==> config.mk <==
export PLATFORM = sky130hd
export DESIGN_NAME = date_offset_by_days_top
export DESIGN_NICKNAME = d
export VERILOG_FILES = /design/src/rtl/core/dod_pkg.sv /design/src/rtl/core/dod_leap.sv /design/src/rtl/core/date_offset_by_days_top.sv
export SDC_FILE = /design/constraint.sdc
export NUM_CORES = 1
export LEC_CHECK = 0
export ABC_AREA = 1
export ABC_CLOCK_PERIOD_IN_PS = 4450
export BUFFER_PORTS_ARGS = -buffer_cell sky130_fd_sc_hd__buf_2
export CAP_MARGIN = 25
export CORE_MARGIN = 2
export CORE_UTILIZATION = 40
export DETAILED_ROUTE_END_ITERATION = 12
export SYNTH_ARGS = -nofsm -noshare
export SYNTH_HDL_FRONTEND = slang
export SYNTH_HIERARCHICAL = 1
export SYNTH_SLANG_ARGS = --single-unit
==> constraint.sdc <==
create_clock -name clk -period 4.45 [get_ports clk]
set_clock_uncertainty 0.15 [all_clocks]
set_input_delay 0.6675 -clock clk [delete_from_list [all_inputs] [get_ports clk]]
set_output_delay 0.6675 -clock clk [all_outputs]
set_load 0.02 [all_outputs]
==> src/rtl/core/dod_pkg.sv <==
// Package with types, constants and calendar functions for the date offset block.
package dod_pkg;

    localparam int DAY_W    = 5;
    localparam int MONTH_W  = 4;
    localparam int YEAR_W   = 14;
    localparam int OFFSET_W = 12;

    localparam logic [YEAR_W-1:0]   YEAR_MIN   = YEAR_W'(1);
    localparam logic [YEAR_W-1:0]   YEAR_MAX   = YEAR_W'(9999);
    localparam logic [OFFSET_W-1:0] MAX_OFFSET = OFFSET_W'(4095);

    localparam logic [MONTH_W-1:0] MONTH_JAN = MONTH_W'(1);
    localparam logic [MONTH_W-1:0] MONTH_FEB = MONTH_W'(2);
    localparam logic [MONTH_W-1:0] MONTH_DEC = MONTH_W'(12);

    localparam logic [DAY_W-1:0] DAY_FIRST = DAY_W'(1);
    localparam logic [DAY_W-1:0] DAY_LONG  = DAY_W'(31);

    // Reciprocal of one hundred, scaled by two to the power LEAP_SHIFT.
    localparam int RECIP_W    = 13;
    localparam int LEAP_SHIFT = 19;
    localparam int PROD_W     = YEAR_W + RECIP_W;
    localparam int QUOT_W     = PROD_W - LEAP_SHIFT;
    localparam logic [RECIP_W-1:0] LEAP_RECIP = RECIP_W'(5243);
    localparam logic [6:0]         CENTURY    = 7'd100;

    typedef enum logic [2:0] {
        ST_IDLE,
        ST_LEAP_MUL,
        ST_LEAP_FIN,
        ST_CLAMP,
        ST_STEP,
        ST_DONE
    } state_t;

    function automatic logic [DAY_W-1:0] month_days(input logic [MONTH_W-1:0] m,
                                                    input logic leap);
        logic [DAY_W-1:0] len;
        case (m)
            MONTH_FEB: len = leap ? DAY_W'(29) : DAY_W'(28);
            4'd4:      len = DAY_W'(30);
            4'd6:      len = DAY_W'(30);
            4'd9:      len = DAY_W'(30);
            4'd11:     len = DAY_W'(30);
            default:   len = DAY_LONG;
        endcase
        return len;
    endfunction

endpackage

==> src/rtl/core/dod_leap.sv <==
// Two-stage leap-year unit using a reciprocal multiplication for the century test.
module dod_leap (
    input  logic                      clk,
    input  logic [dod_pkg::YEAR_W-1:0] year,
    output logic                      leap
);

    logic [dod_pkg::PROD_W-1:0] prod_reg;
    logic [dod_pkg::QUOT_W-1:0] quot;
    logic [dod_pkg::YEAR_W-1:0] rem;
    logic                       leap_reg;
    logic                       leap_next;

    always_ff @(posedge clk)
    begin
        prod_reg <= dod_pkg::PROD_W'(year) * dod_pkg::PROD_W'(dod_pkg::LEAP_RECIP);
        leap_reg <= leap_next;
    end

    always_comb
    begin
        quot = prod_reg[dod_pkg::PROD_W-1:dod_pkg::LEAP_SHIFT];
        rem  = year - (dod_pkg::YEAR_W'(quot) * dod_pkg::YEAR_W'(dod_pkg::CENTURY));
        if (rem != '0)
        begin
            leap_next = (year[1:0] == 2'd0);
        end
        else
        begin
            leap_next = (quot[1:0] == 2'd0);
        end
    end

    assign leap = leap_reg;

endmodule

==> src/rtl/core/date_offset_by_days_top.sv <==
// Top level of the date offset block: sequencer and day stepping datapath.
//
// Channel   Direction  Handshake              Payload
// command   in         start & !busy          command, start_day, start_month,
//                                             start_year, offset_days
// result    out        done, one cycle        end_day, end_month, end_year,
//                                             out_of_range
//
// After the accepting edge the sequencer runs ST_LEAP_MUL, ST_LEAP_FIN, ST_CLAMP, then
// ST_STEP and ST_DONE; a year boundary sends it back to ST_LEAP_MUL while the leap-year
// unit recomputes. The day stepper handles one day per cycle while in ST_STEP. Reset
// clears the sequencer only. busy falls once the strobe cycle has passed, so the next
// transaction can be accepted in the cycle after the strobe; the receiver cannot stall.
module date_offset_by_days_top (
    input  logic                          clk,
    input  logic                          rst_n,
    input  logic                          start,
    output logic                          busy,
    input  logic                          command,
    input  logic [dod_pkg::DAY_W-1:0]     start_day,
    input  logic [dod_pkg::MONTH_W-1:0]   start_month,
    input  logic [dod_pkg::YEAR_W-1:0]    start_year,
    input  logic [dod_pkg::OFFSET_W-1:0]  offset_days,
    output logic                          done,
    output logic [dod_pkg::DAY_W-1:0]     end_day,
    output logic [dod_pkg::MONTH_W-1:0]   end_month,
    output logic [dod_pkg::YEAR_W-1:0]    end_year,
    output logic                          out_of_range
);

    dod_pkg::state_t state_reg, state_next;

    logic                          back_reg;
    logic [dod_pkg::DAY_W-1:0]     day_reg, day_next;
    logic [dod_pkg::MONTH_W-1:0]   month_reg, month_next;
    logic [dod_pkg::YEAR_W-1:0]    year_reg, year_next;
    logic [dod_pkg::OFFSET_W-1:0]  cnt_reg, cnt_next;
    logic                          flag_reg, flag_next;
    logic                          leap;
    logic [dod_pkg::DAY_W-1:0]     cur_len;
    logic [dod_pkg::DAY_W-1:0]     prev_len;
    logic                          year_change;
    logic                          at_limit;

    dod_leap u_leap (
        .clk  (clk),
        .year (year_reg),
        .leap (leap)
    );

    assign cur_len  = dod_pkg::month_days(month_reg, leap);
    assign prev_len = dod_pkg::month_days(month_reg - dod_pkg::MONTH_W'(1), leap);

    always_comb
    begin
        year_change = 1'b0;
        at_limit    = 1'b0;
        if (!back_reg)
        begin
            if (day_reg >= cur_len && month_reg >= dod_pkg::MONTH_DEC)
            begin
                year_change = (year_reg < dod_pkg::YEAR_MAX);
                at_limit    = !(year_reg < dod_pkg::YEAR_MAX);
            end
        end
        else
        begin
            if (day_reg <= dod_pkg::DAY_FIRST && month_reg <= dod_pkg::MONTH_JAN)
            begin
                year_change = (year_reg > dod_pkg::YEAR_MIN);
                at_limit    = !(year_reg > dod_pkg::YEAR_MIN);
            end
        end
    end

    always_comb
    begin
        state_next = state_reg;
        case (state_reg)
            dod_pkg::ST_IDLE:
            begin
                if (start)
                begin
                    state_next = dod_pkg::ST_LEAP_MUL;
                end
            end
            dod_pkg::ST_LEAP_MUL: state_next = dod_pkg::ST_LEAP_FIN;
            dod_pkg::ST_LEAP_FIN: state_next = dod_pkg::ST_CLAMP;
            dod_pkg::ST_CLAMP:    state_next = dod_pkg::ST_STEP;
            dod_pkg::ST_STEP:
            begin
                if (cnt_reg == '0 || at_limit)
                begin
                    state_next = dod_pkg::ST_DONE;
                end
                else if (year_change)
                begin
                    state_next = dod_pkg::ST_LEAP_MUL;
                end
            end
            dod_pkg::ST_DONE:     state_next = dod_pkg::ST_IDLE;
            default:              state_next = dod_pkg::ST_IDLE;
        endcase
    end

    always_comb
    begin
        day_next   = day_reg;
        month_next = month_reg;
        year_next  = year_reg;
        cnt_next   = cnt_reg;
        flag_next  = flag_reg;
        case (state_reg)
            dod_pkg::ST_IDLE:
            begin
                day_next   = start_day;
                month_next = start_month;
                year_next  = start_year;
                cnt_next   = offset_days;
                flag_next  = 1'b0;
                if (start_month < dod_pkg::MONTH_JAN)
                begin
                    month_next = dod_pkg::MONTH_JAN;
                end
                else if (start_month > dod_pkg::MONTH_DEC)
                begin
                    month_next = dod_pkg::MONTH_DEC;
                end
                if (start_year < dod_pkg::YEAR_MIN)
                begin
                    year_next = dod_pkg::YEAR_MIN;
                end
                else if (start_year > dod_pkg::YEAR_MAX)
                begin
                    year_next = dod_pkg::YEAR_MAX;
                end
                if (start_day < dod_pkg::DAY_FIRST)
                begin
                    day_next = dod_pkg::DAY_FIRST;
                end
                if (offset_days > dod_pkg::MAX_OFFSET)
                begin
                    cnt_next = dod_pkg::MAX_OFFSET;
                end
            end
            dod_pkg::ST_CLAMP:
            begin
                if (day_reg > cur_len)
                begin
                    day_next = cur_len;
                end
            end
            dod_pkg::ST_STEP:
            begin
                if (cnt_reg != '0)
                begin
                    if (at_limit)
                    begin
                        flag_next = 1'b1;
                    end
                    else
                    begin
                        cnt_next = cnt_reg - dod_pkg::OFFSET_W'(1);
                        if (!back_reg)
                        begin
                            if (day_reg < cur_len)
                            begin
                                day_next = day_reg + dod_pkg::DAY_W'(1);
                            end
                            else if (month_reg < dod_pkg::MONTH_DEC)
                            begin
                                day_next   = dod_pkg::DAY_FIRST;
                                month_next = month_reg + dod_pkg::MONTH_W'(1);
                            end
                            else
                            begin
                                day_next   = dod_pkg::DAY_FIRST;
                                month_next = dod_pkg::MONTH_JAN;
                                year_next  = year_reg + dod_pkg::YEAR_W'(1);
                            end
                        end
                        else
                        begin
                            if (day_reg > dod_pkg::DAY_FIRST)
                            begin
                                day_next = day_reg - dod_pkg::DAY_W'(1);
                            end
                            else if (month_reg > dod_pkg::MONTH_JAN)
                            begin
                                month_next = month_reg - dod_pkg::MONTH_W'(1);
                                day_next   = prev_len;
                            end
                            else
                            begin
                                // December always has 31 days, whatever the year.
                                month_next = dod_pkg::MONTH_DEC;
                                day_next   = dod_pkg::DAY_LONG;
                                year_next  = year_reg - dod_pkg::YEAR_W'(1);
                            end
                        end
                    end
                end
            end
            default:
            begin
            end
        endcase
    end

    always_ff @(posedge clk or negedge rst_n)
    begin
        if (!rst_n)
        begin
            state_reg <= dod_pkg::ST_IDLE;
        end
        else
        begin
            state_reg <= state_next;
        end
    end

    always_ff @(posedge clk)
    begin
        if (state_reg == dod_pkg::ST_IDLE)
        begin
            back_reg <= command;
        end
        day_reg   <= day_next;
        month_reg <= month_next;
        year_reg  <= year_next;
        cnt_reg   <= cnt_next;
        flag_reg  <= flag_next;
    end

    always_comb
    begin
        busy = (state_reg != dod_pkg::ST_IDLE);
        done = (state_reg == dod_pkg::ST_DONE);
    end

    assign end_day      = day_reg;
    assign end_month    = month_reg;
    assign end_year     = year_reg;
    assign out_of_range = flag_reg;

    a_done_then_idle: assert property (@(posedge clk) disable iff (!rst_n)
        done |=> !busy)
        else $error("busy still high after the done strobe");

    a_accept_busy: assert property (@(posedge clk) disable iff (!rst_n)
        (start && !busy) |=> busy)
        else $error("accepted transaction did not raise busy");

    a_count_down: assert property (@(posedge clk) disable iff (!rst_n)
        (state_reg == dod_pkg::ST_STEP && cnt_reg != '0 && !at_limit)
        |=> cnt_reg == $past(cnt_reg) - dod_pkg::OFFSET_W'(1))
        else $error("day counter did not advance by one step");

    a_date_legal: assert property (@(posedge clk) disable iff (!rst_n)
        done |-> (end_day >= dod_pkg::DAY_FIRST && end_month >= dod_pkg::MONTH_JAN
                  && end_month <= dod_pkg::MONTH_DEC && end_year >= dod_pkg::YEAR_MIN
                  && end_year <= dod_pkg::YEAR_MAX))
        else $error("result date outside the legal range");

endmodule
# [Word level (Yosys, flattened, before mapping)]
# Cells that the tools add are included.
[totals] regBits=68 input_bits=39 output_inout_bits=26
[op_classes] n_addsub=8 mul=2 order_cmp=17 n_eq_ne=25 mux=50 reduce_logical=22
[ops] operator="2-to-1 mux 14 bit" count=9
[ops] operator="2-to-1 mux 5 bit" count=8
[ops] operator="2-to-1 mux 12 bit" count=3
[ops] operator="2-to-1 mux 4 bit" count=9
[ops] operator="case mux 14 bit (2 select lines)" count=1
[ops] operator="multiplier 14 x 13 -> 27 bit, second input constant" count=1
[ops] operator="case mux 12 bit (2 select lines)" count=1
[ops] operator="equality test 4 x 3 -> 1 bit, second input constant" count=4
[ops] operator="equality test 4 bit, second input constant" count=4
[ops] operator="inequality test 3 bit, second input constant" count=5
[ops] operator="case mux 3 bit (5 select lines)" count=1
[ops] operator="case mux 5 bit (3 select lines)" count=1
[ops] operator="adder 14 x 1 -> 14 bit, second input constant" count=1
[ops] operator="greater-than comparator 14 x 1 -> 1 bit, second input constant" count=1
[ops] operator="greater-than comparator 14 bit, second input constant" count=1
[ops] operator="< comparator 14 x 1 -> 1 bit, second input constant" count=1
[ops] operator="< comparator 14 bit, second input constant" count=1
[ops] operator="nonzero test 14 bit" count=1
[ops] operator="subtractor 14 x 1 -> 14 bit, second input constant" count=1
[ops] operator="subtractor 14 bit" count=1
[ops] operator="greater-than comparator 12 bit, second input constant" count=1
[ops] operator="zero test 12 bit" count=1
[ops] operator="multiplier 8 x 5 -> 12 bit, second input constant" count=1
[ops] operator="nonzero test 12 bit" count=1
[ops] operator="40 further kinds" count=65

# [Depth between registers and ports, before layout]
# Gate-level depths: netlist of the first run.
[logic_depth] depth_word=10 mapped_depth=22

# [Hierarchy]
# Netlist of the first run, hierarchy kept.
[modules_own_cells] mod="dod_leap" n_inst=1 cells_each=714 area_per_inst_um2=5350.1
[modules_own_cells] mod="date_offset_by_days_top" n_inst=1 cells_each=490 area_per_inst_um2=3479.6

# [Least setup slack after synthesis of the first run]
# Ideal clock, no wire load.
[synth_timing] kind="flip-flop to flip-flop" startpoint="register year_reg, in the netlist end_year[11]" endpoint="register u_leap/prod_reg[23] (netlist bit)" setup_time_ns=0.121 arrival_time_ns=4.254 required_ns=4.179 setup_slack_ns=-0.075 stages_incl_launch_ff=18 path_buffers=0 synth_period_minus_slack_ns=4.525 cell_sequence="edfxtp_1 fa_1 ha_1 inv_1 fa_1 inv_1 fa_1 inv_1 fa_1 inv_1 ha_1 a21oi_1 o21ai_0 nand2_1 nand2_1 nor2_1 o21ai_2 xor2_1"
[synth_via] elab_chain_cells=1
[synth_lines] element="start, declared" line_no="date_offset_by_days_top.sv:36" text="logic [dod_pkg::YEAR_W-1:0] year_reg, year_next;"
[synth_lines] element="start signal, assigned" line_no="date_offset_by_days_top.sv:230" text="year_reg <= year_next;"
[synth_lines] element="multiplier 14 x 13 -> 27 bit" line_no="dod_leap.sv:16" text="prod_reg <= dod_pkg::PROD_W'(year) * dod_pkg::PROD_W'(dod_pkg::LEAP_RECIP);"
[synth_lines] element="end signal, assigned" line_no="dod_leap.sv:16"
[synth_lines] element="end, declared" line_no="dod_leap.sv:8" text="logic [dod_pkg::PROD_W-1:0] prod_reg;"
# No other way between the ends.
# A chain may end at the register's enable or synchronous reset.

# [Final worst setup path of the first run]
[layout_timing] startpoint="register year_reg, in the netlist end_year[12]" endpoint="register u_leap/prod_reg[21] (netlist bit)"
# Same word-level chain as after synthesis.

==> impl_metrics.csv, run 1 <==
group,metric,value,unit
run_status,status,"finished clean",
critical_path,worstPathArrival,4470,ps
clocking,insertion_delay,310,ps
route,first_pass_iters,5,
route,met3_length,893,um
clocking,cts.htree.levels,2,
critical_path,cp-start-kind,"flop",
route,drtIter0Drc,462,
sta,period_share,99.5,%
placement,post-place-cells,1575,
clocking,cts_tree,"done",
sta,final_hold_viol_count,0,
final_layout,final-seq-area,1370,sq um
yosys,yosysWarnings,6,
critical_path,crit_fanout,5,
job,maxCapViolations,0,
placement,pre_cts_ws,-12.6,ps
placement,place.gp.congestion,0.911,
critical_path,worstSetupPathType,"reg2reg",
floorplanning,fp-row-count,54,
yosys,synth_nets,1458,
final_layout,finalNonFillerCells,1608,
global_route,antenna_found_initial,0,
route,dr_total_vias,7993,
yosys,synth_edf_count,37,
clocking,clock_sinks,49,
final_layout,drive_gt1_share,20.5,%
sta,max_freq,226,MHz
sta,rsz0062_at_grt,"yes",
floorplanning,die_area,23300,sq um
placement,hpwl,19.3,mm
hold_path,holdPathStages,1,
clocking,cts_buffers,5,
route,viasPerCell,4.97,
yosys,synthArstFlopShare,6.12,%
route,wl_met1,11.1,mm
final_layout,num_antenna_cells,0,
global_route,grt_use_total,19.5,%
sta,holdWs,370,ps
final_layout,multiInputGateArea,6890,sq um
final_layout,largest_reg_flops,14,
sta,slew_headroom,47.6,%
route,route.met2.wl,10.9,mm
floorplanning,fp.coreArea,21800,sq um
sta,tns,0,ps
route,highest_layer,"met4",
sta,min_period,4430,ps
yosys,yosysTopAreaCell,"ha_1",
yosys,yosysSeqAreaShare,15.5,%
critical_path,required,4490,ps
yosys,postSynthAreaPerCell,7.33,sq um
sta,setup_violations,0,
hold_path,hold_path.class,"reg2reg",
yosys,synthTopCellsByCount,"253 x nand2_1, 247 x inv_1, 149 x ha_1, 108 x nor2_1, 70 x nand3_1",
floorplanning,io_pins,65,
sta,drv_slew,0,
clocking,path_clk_slew,80,ps
yosys,synth_ff_type,"edfxtp_1",
route,wl,23.3,mm
floorplanning,initial_utilization,40.6,%
placement,io_buffer_count,64,
final_layout,final_nets,1581,
yosys,yosysMostFrequentCell,"nand2_1",
clocking,ctsLongestPathBuffers,2,
sta,tightest_slew,786,ps
final_layout,n_fill_cell,2174,
critical_path,r2r_cells,17,
route,drt-wirelength-per-cell,14.5,um
floorplanning,die-width,153,um
global_route,globalRouteOverflowTotal,0,
yosys,synth_area,8830,sq um
critical_path,worstSetupEndpointType,"flop",
sta,setup_ws,23.6,ps
floorplanning,die_h,153,um
yosys,synthDistinctLibCells,46,
final_layout,area_growth,19.7,%
clocking,root_buffer,"clkbuf_16",
yosys,synth_top_area_share,21.1,%
global_route,grt_pass1_vias,7712,
route,drc,0,
yosys,ys_ff_latch,49,
global_route,grt_pass1_wl,37.4,mm
global_route,grt_max_degree,50,
route,drtAntennaViolNets,0,
yosys,syn_inst,1204,
yosys,synthTopCellsByArea,"ha_1 21%, fa_1 15%, edfxtp_1 13%, nand2_1 11%, inv_1 11%",
-- routing by layer --
metal / track usage [%] / up-vias
met3: 2.42 / 30
met5: 0 / -
met2: 32.4 / 159
met1: 27.3 / 3717
met4: 4.72 / 0
li1: - / 4087
-- cells in the final DEF, fill, tap and decap left out, types with 25 or more instances in the layout --
cell,Yosys,layout
nor2_1,108,101
fa_1,66,59
buf_2,4,64
a21oi_1,48,40
inv_2,9,25
o21ai_0,58,50
inv_1,247,230
edfxtp_1,37,37
ha_1,149,127
nand3_1,70,64
nand2_1,253,242
buf_4,3,58
-- final cells by class --
type,instances,area share [%]
clock buffer,5,1.18
clock inverter,3,0.272
inverter,256,9.12
multi-input combinational,886,65.2
sequential,49,12.9
tap,280,3.31
timing repair buffer,129,7.97
-- cells by family (layout without fill, tap and decap cells) --
family	count (synthesis)	in the layout	share of synthesized area [%]
adder cells (fa/ha/maj)	215	215	36.1
AND/OR/NAND/NOR	500	500	25.0
AO/OA/AOI/OAI	147	147	9.14
flip-flops	49	49	15.5
buffers and inverters	269	393	12.0
XOR/XNOR	24	24	2.38
-- worst max-delay path, cell delays in order, from the launching register on --
cell,delay (ps)
edfxtp_1,480
buf_6,170
fa_2,480
ha_4,280
inv_2,30
fa_1,500
inv_2,50
fa_1,520
inv_2,50
fa_1,520
inv_2,50
ha_4,290
a21oi_4,150
o21a_1,170
nor2_1,50
nor2_1,120
nand3_2,110
xor2_1,150
-- worst paths after layout --
path,end,slack (ps),startpoint
max,u_leap/prod_reg[21],20,end_year[12]
min,state_reg[1],370,state_reg[2]
max reg2reg,u_leap/prod_reg[21],20,end_year[12]
min reg2reg,state_reg[1],370,state_reg[2]
max in group asynchronous,state_reg[2],3530,rst_n
min in group asynchronous,state_reg[0],520,rst_n
-- stage by stage --
step,utilization (%),area (sq um)
3_5_place_dp,44.9,9770
6_report,48.6,10600
2_1_floorplan,-,8890
4_1_cts,46.0,10000
3_3_place_gp,44.9,9770
5_1_grt,48.6,10600
-- repair_timing --
item	4_1_cts	5_1_grt
buffers inserted	5	19
pin swaps	1	58
gates resized for setup	5	96
setup endpoints to repair	6	8
hold endpoints to repair	3	0
hold buffers	1	0
Power of run 1 is not shown: default switching activity piles up to over one toggle a cycle in this logic, so the estimate is an artifact.
==> run 2, diff against run 1 <==
--- a/config.mk
+++ b/config.mk
@@ -5,11 +5,10 @@
 export SDC_FILE = /design/constraint.sdc
 export NUM_CORES = 1
 export LEC_CHECK = 0
-export ABC_AREA = 1
 export ABC_CLOCK_PERIOD_IN_PS = 4450
 export BUFFER_PORTS_ARGS = -buffer_cell sky130_fd_sc_hd__buf_2
 export CAP_MARGIN = 25
-export CORE_MARGIN = 2
+export CORE_MARGIN = 4
 export CORE_UTILIZATION = 40
 export DETAILED_ROUTE_END_ITERATION = 12
 export SYNTH_ARGS = -nofsm -noshare
==> impl_metrics.csv, run 2 <==
group,metric,value,unit
run_status,status,"finished with violations",
run_status,violations,"negative setup slack",
final_layout,drive_gt1_share,20.8,%
job,maxCapViolations,0,
yosys,yosysMostFrequentCell,"inv_1",
critical_path,worstPathArrival,4670,ps
sta,setup_violations,8,
yosys,synth_adder_area_share,40.1,%
placement,hpwl,17.6,mm
yosys,synth_mux_area_share,0.378,%
critical_path,worstSetupPathType,"reg2reg",
placement,post-place-cells,1261,
clocking,insertion_delay,300,ps
power_and_ir_drop,power.switching,0.000208,W
placement,place.gp.congestion,0.895,
floorplanning,die_h,149,um
route,wl,21.1,mm
final_layout,largest_reg_flops,14,
final_layout,num_antenna_cells,0,
hold_path,holdPathEnd,"back_reg",
sta,tightest_slew,959,ps
critical_path,required,4500,ps
yosys,synth_top_family_by_area,"adder cells",
global_route,grt_max_degree,30,
final_layout,finalNonFillerCells,1295,
yosys,synthSimpleGateAreaFrac,13.5,%
yosys,yosysSeqAreaShare,17.2,%
clocking,root_buffer,"clkbuf_16",
sta,final_hold_viol_count,0,
sta,period_share,104,%
route,drtIter0Drc,405,
yosys,synthTopCellsByCount,"152 x inv_1, 149 x ha_1, 66 x fa_1, 48 x nand2_1, 48 x nor2_1",
floorplanning,io_pins,65,
route,drt-wirelength-per-cell,16.3,um
yosys,synth_nets,1140,
critical_path,worstSetupEndpointType,"flop",
final_layout,n_fill_cell,1843,
yosys,syn_inst,886,
sta,drv_slew,0,
critical_path,cp-start-kind,"flop",
yosys,synth_ff_type,"edfxtp_1",
sta,rsz0062_at_grt,"yes",
yosys,synth_area,7940,sq um
sta,min_period,4620,ps
floorplanning,initial_utilization,40.8,%
yosys,synth-xor-area-share,5.30,%
power_and_ir_drop,clockPowerShare,44.2,%
global_route,antenna_found_initial,0,
yosys,synthTopCellsByArea,"ha_1 23%, fa_1 17%, edfxtp_1 14%, inv_1 7.2%, xnor2_1 3.6%",
clocking,cts_buffers,5,
final_layout,mostFrequentLayoutCell,"inv_1",
yosys,yosysWarnings,6,
final_layout,final_nets,1283,
yosys,ys_ff_latch,49,
route,viasPerCell,5.24,
yosys,synth_edf_count,37,
route,drtAntennaViolNets,0,
global_route,grt_use_total,19.2,%
final_layout,area_growth,21.5,%
sta,max_freq,217,MHz
critical_path,timing.rr.start,"end_year[10]",
power_and_ir_drop,pwr-share-comb,3.4,%
clocking,ctsLongestPathBuffers,2,
clocking,clock_sinks,49,
critical_path,r2r_cells,15,
hold_path,holdCritStartpoint,"command",
route,dr_total_vias,6792,
sta,slew_headroom,35.9,%
critical_path,ff2ff_setup_slack,-170,ps
yosys,synthArstFlopShare,6.12,%
power_and_ir_drop,p_per_area,95.9,nW/um^2
hold_path,holdPathStages,1,
placement,io_buffer_count,64,
power_and_ir_drop,p_seq_share,52.4,%
clocking,path_clk_slew,80,ps
critical_path,rr_endpoint,"u_leap/prod_reg[21]",
critical_path,crit_fanout,5,
global_route,grt_pass1_vias,6552,
sta,setup_ws,-168,ps
route,drc,0,
floorplanning,fp-row-count,51,
power_and_ir_drop,p_int,0.000716,W
floorplanning,die-width,149,um
yosys,synth_top_area_share,23.5,%
floorplanning,die_area,22200,sq um
placement,pre_cts_ws,-258,ps
route,first_pass_iters,5,
yosys,synthDistinctLibCells,65,
power_and_ir_drop,ir_drop,141,uV
clocking,cts_tree,"done",
yosys,yosysTopAreaCell,"ha_1",
floorplanning,fp.coreArea,19500,sq um
clocking,cts.htree.levels,2,
final_layout,final_cell_mix,"145 x inv_1, 136 x ha_1, 88 x buf_4",
power_and_ir_drop,p_leak,4.62,nW
yosys,synth_compound_area_share,15.0,%
power_and_ir_drop,p_sw_share,22.5,%
global_route,globalRouteOverflowTotal,0,
hold_path,hold_path.class,"in2reg",
yosys,postSynthAreaPerCell,8.96,sq um
global_route,grt_pass1_wl,33.9,mm
run 2: cell count changes after synthesis, moves of 11 or more:
cell,change
inv_1,-95
nand2_1,-205
clkbuf_1,+19
nor2_2,-16
nor2_1,-60
o21ai_0,-11
xnor2_1,+25
nand3_1,-52
run 2: cells by family after synthesis:
family	after synthesis
muxes	3
AOI/OAI and AO/OA	184
xor gates and xnor gates	48
buffers and inverters	175
adders and majority gates	215
and+or+nand+nor	212
DFF	49
run 2: metrics by stage:
step	setup TNS (ps)	util (%)	area (sq um)	power [W]	hold WS, ps
after detailed placement	-1620	46.6	9080	0.000525	322
after floorplan	-1430	-	8010	0.000502	222
after global placement	-1160	46.6	9080	0.000525	322
after global routing	-2010	49.5	9640	0.000956	376
after CTS	-725	48.9	9520	0.000939	376
final	-856	49.5	9640	0.000925	387
run 2: area by class of cell:
type	instances	area, sq um	share of cell area (%)
Multi-Input combinational cell	662	6170	64.0
Sequential cell	49	1370	14.2
Timing Repair Buffer	158	1050	10.9
Inverter	153	574	5.96
Tap cell	265	332	3.44
Clock buffer	5	125	1.30
Clock inverter	3	28.8	0.298
run 2: power by group through the flow:
| stage | combinational [W] | sequential, W | clock (W) |
|---|---|---|---|
| final | 0.0000315 | 0.000485 | 0.000409 |
| after detailed placement | 0.0000302 | 0.000495 | 0 |
| after floorplan | 0.00000667 | 0.000495 | 0 |
| after CTS | 0.0000310 | 0.000485 | 0.000423 |
| after global routing | 0.0000346 | 0.000485 | 0.000436 |
| after global placement | 0.0000302 | 0.000495 | 0 |
run 2: metal layers:
metal  global-route usage (%)  vias up  routed length [um]
met5                        0        -                   0
met4                     3.75        0                 309
met3                     3.62       16                1150
met2                     29.3      163                9370
met1                     28.6     3224               10300
li1                         -     3389                   -
run 2: critical path: stages, from the launching register on:
cell and delay [ps]:
edfxtp_1 450, buf_4 190, fa_1 590, ha_4 220
fa_1 470, fa_1 490, inv_1 50, fa_1 520
inv_1 60, ha_4 300, a21oi_2 70, o21ba_2 220
a211o_1 280, a21oi_2 150, nor2b_2 70, xnor2_1 220
run 2: worst max path at each step:
stage,slack (ps),from,to,cells after the start
after global routing,-300,end_year[5],u_leap/prod_reg[23],15
final,-170,end_year[10],u_leap/prod_reg[21],15
after CTS,-150,end_year[10],u_leap/prod_reg[24],17
after global placement,-180,end_year[12],u_leap/prod_reg[26],14
after detailed placement,-260,end_year[12],u_leap/prod_reg[24],14
after floorplan,-230,end_year[11],u_leap/prod_reg[20],14
run 2: what timing repair did:
action / 4_1_cts / 5_1_grt
hold buffers: 1 / 0
endpoints found under the hold margin: 3 / 0
resized for setup: 32 / 12
buffers inserted: 15 / 10
pin swaps: 20 / 6
setup endpoints to repair: 8 / 8
(Power assumes the default switching activity.)
==> run 3, diff against run 2 <==
--- a/config.mk
+++ b/config.mk
@@ -11,6 +11,7 @@
 export CORE_MARGIN = 4
 export CORE_UTILIZATION = 40
 export DETAILED_ROUTE_END_ITERATION = 12
+export GPL_TIMING_DRIVEN = 0
 export SYNTH_ARGS = -nofsm -noshare
 export SYNTH_HDL_FRONTEND = slang
 export SYNTH_HIERARCHICAL = 1
==> constraint.sdc (replaced) <==
create_clock -name clk -period 4.45 [get_ports clk]
set_clock_uncertainty 0.15 [all_clocks]
set_input_delay 0.6675 -clock clk [delete_from_list [all_inputs] [get_ports clk]]
set_output_delay 0.6675 -clock clk [all_outputs]
set_load 0.01 [all_outputs]
==> impl_metrics.csv, run 3 (same netlist as run 2, synthesis figures left out) <==
group,metric,value,unit
run_status,status,"finished with violations",
run_status,violations,"negative setup slack",
route,drt-wirelength-per-cell,17.0,um
critical_path,timing.rr.start,"end_year[10]",
sta,max_freq,212,MHz
floorplanning,die_h,149,um
route,drc,0,
route,drtAntennaViolNets,0,
sta,setup_ws,-276,ps
placement,io_buffer_count,64,
sta,tightest_slew,675,ps
final_layout,area_growth,20.4,%
final_layout,drive_gt1_share,18.2,%
route,wl,21.7,mm
power_and_ir_drop,p_per_area,96.8,nW/um^2
sta,slew_headroom,55.0,%
clocking,root_buffer,"clkbuf_16",
final_layout,mostFrequentLayoutCell,"inv_1",
global_route,globalRouteOverflowTotal,0,
clocking,path_clk_slew,80,ps
critical_path,cp-start-kind,"flop",
global_route,grt_max_degree,19,
critical_path,required,4500,ps
sta,min_period,4730,ps
global_route,grt_busiest_layer,"met2",
final_layout,final_nets,1262,
sta,period_share,106,%
clocking,ctsLongestPathBuffers,2,
placement,hpwl,16.3,mm
critical_path,crit_end,"u_leap/prod_reg[24]",
floorplanning,die_area,22200,sq um
global_route,grt_pass1_vias,6700,
hold_path,hold_path.class,"in2reg",
critical_path,worstSetupPathType,"reg2reg",
route,first_pass_iters,5,
global_route,grt_pass1_wl,34.8,mm
critical_path,crit_fanout,5,
placement,place.gp.congestion,0.878,
sta,rsz0062_at_grt,"yes",
final_layout,num_antenna_cells,0,
clocking,clock_sinks,49,
global_route,grt_util_met1,28.1,%
floorplanning,io_pins,65,
power_and_ir_drop,ir_drop,158,uV
floorplanning,fp-row-count,51,
critical_path,startpoint,"end_year[10]",
sta,final_hold_viol_count,0,
route,drtIter0Drc,332,
floorplanning,initial_utilization,40.8,%
sta,drv_slew,0,
floorplanning,die-width,149,um
clocking,cts.htree.levels,2,
critical_path,ff2ff_setup_slack,-280,ps
power_and_ir_drop,p_leak,4.46,nW
hold_path,holdPathStages,1,
critical_path,worstPathArrival,4770,ps
job,maxCapViolations,0,
global_route,antenna_found_initial,0,
clocking,cts_tree,"done",
power_and_ir_drop,p_total,0.000926,W
route,viasPerCell,5.35,
final_layout,largest_reg_flops,14,
route,dr_total_vias,6811,
global_route,use_met3,2.37,%
floorplanning,fp.coreArea,19500,sq um
global_route,grtUsageMet2,32.3,%
clocking,cts_buffers,5,
clocking,insertion_delay,300,ps
critical_path,worstSetupEndpointType,"flop",
global_route,grt_use_total,19.7,%
critical_path,rr_endpoint,"u_leap/prod_reg[24]",
sta,setup_violations,8,
critical_path,r2r_cells,18,
final_layout,final_cell_mix,"138 x inv_1, 131 x ha_1, 65 x fa_1",
sta,holdWs,410,ps
-- run 3: cell count changes in the layout (fill, tap and decap cells not counted), sizes merged --
cell,previous run,this run
buf,157,116
clkinvlp,0,1
inv,154,153
clkbuf,5,25
-- run 3: area by class of cell --
type | count | area, sq um
well taps | 265 | 332
repair buffers | 115 | 757
flip-flops and latches | 49 | 1370
multi-input cells | 662 | 6280
inverters | 153 | 578
clock inverters | 3 | 28.8
plain buffers | 22 | 93.8
fillers | 1851 | 9900
clock buffers | 5 | 125
-- run 3: routing by layer --
metal | part of all wire, % | vias up
met5 | 0 | -
met3 | 4.6 | 15
li1 | - | 3333
met1 | 48 | 3306
met2 | 47 | 157
met4 | 1.1 | 0
-- run 3: critical path, stage by stage (launching register included) --
cell	delay, ps
edfxtp_1	400
buf_6	160
buf_6	110
fa_1	450
ha_1	300
inv_2	40
fa_1	490
inv_2	50
fa_1	530
inv_1	50
fa_1	500
inv_2	50
ha_4	290
nand2_2	60
o21ba_4	180
a211o_1	320
a21oi_2	190
nor2b_2	80
a221oi_2	230
-- run 3: timing repair --
item	4_1_cts	5_1_grt
hold buffers	1	0
buffers inserted	45	3
resized for setup	40	23
endpoints found under the hold margin	3	0
pin swaps	23	21
setup endpoints to repair	8	22
-- run 3: worst min path at each step --
stage                     startpoint           end  slack [ps]
after floorplan                rst_n  state_reg[0]         220
after global placement         rst_n  state_reg[2]         320
after detailed placement       rst_n  state_reg[2]         320
after CTS                    command      back_reg         400
after global routing         command      back_reg         410
final                        command      back_reg         410
-- run 3: through the flow --
stage / util (%) / TNS [ps] / std cells / setup WS, ps / area (sq um)
after floorplan: - / -868 / 886 / -161 / 8000
after global placement: 44.5 / -22570 / 1215 / -1220 / 8650
after detailed placement: 44.6 / -5500 / 1217 / -751 / 8680
after CTS: 48.5 / -957 / 1271 / -228 / 9440
after global routing: 49.1 / -2730 / 1274 / -422 / 9560
final: 49.1 / -1340 / 1274 / -276 / 9560
-- run 3: where the power goes --
part | switching (W) | total [W] | internal (W)
sequential | 0 | 0.000485 | 0.000485
clock | 0.000193 | 0.000409 | 0.000216
combinational | 0.0000160 | 0.0000320 | 0.0000160
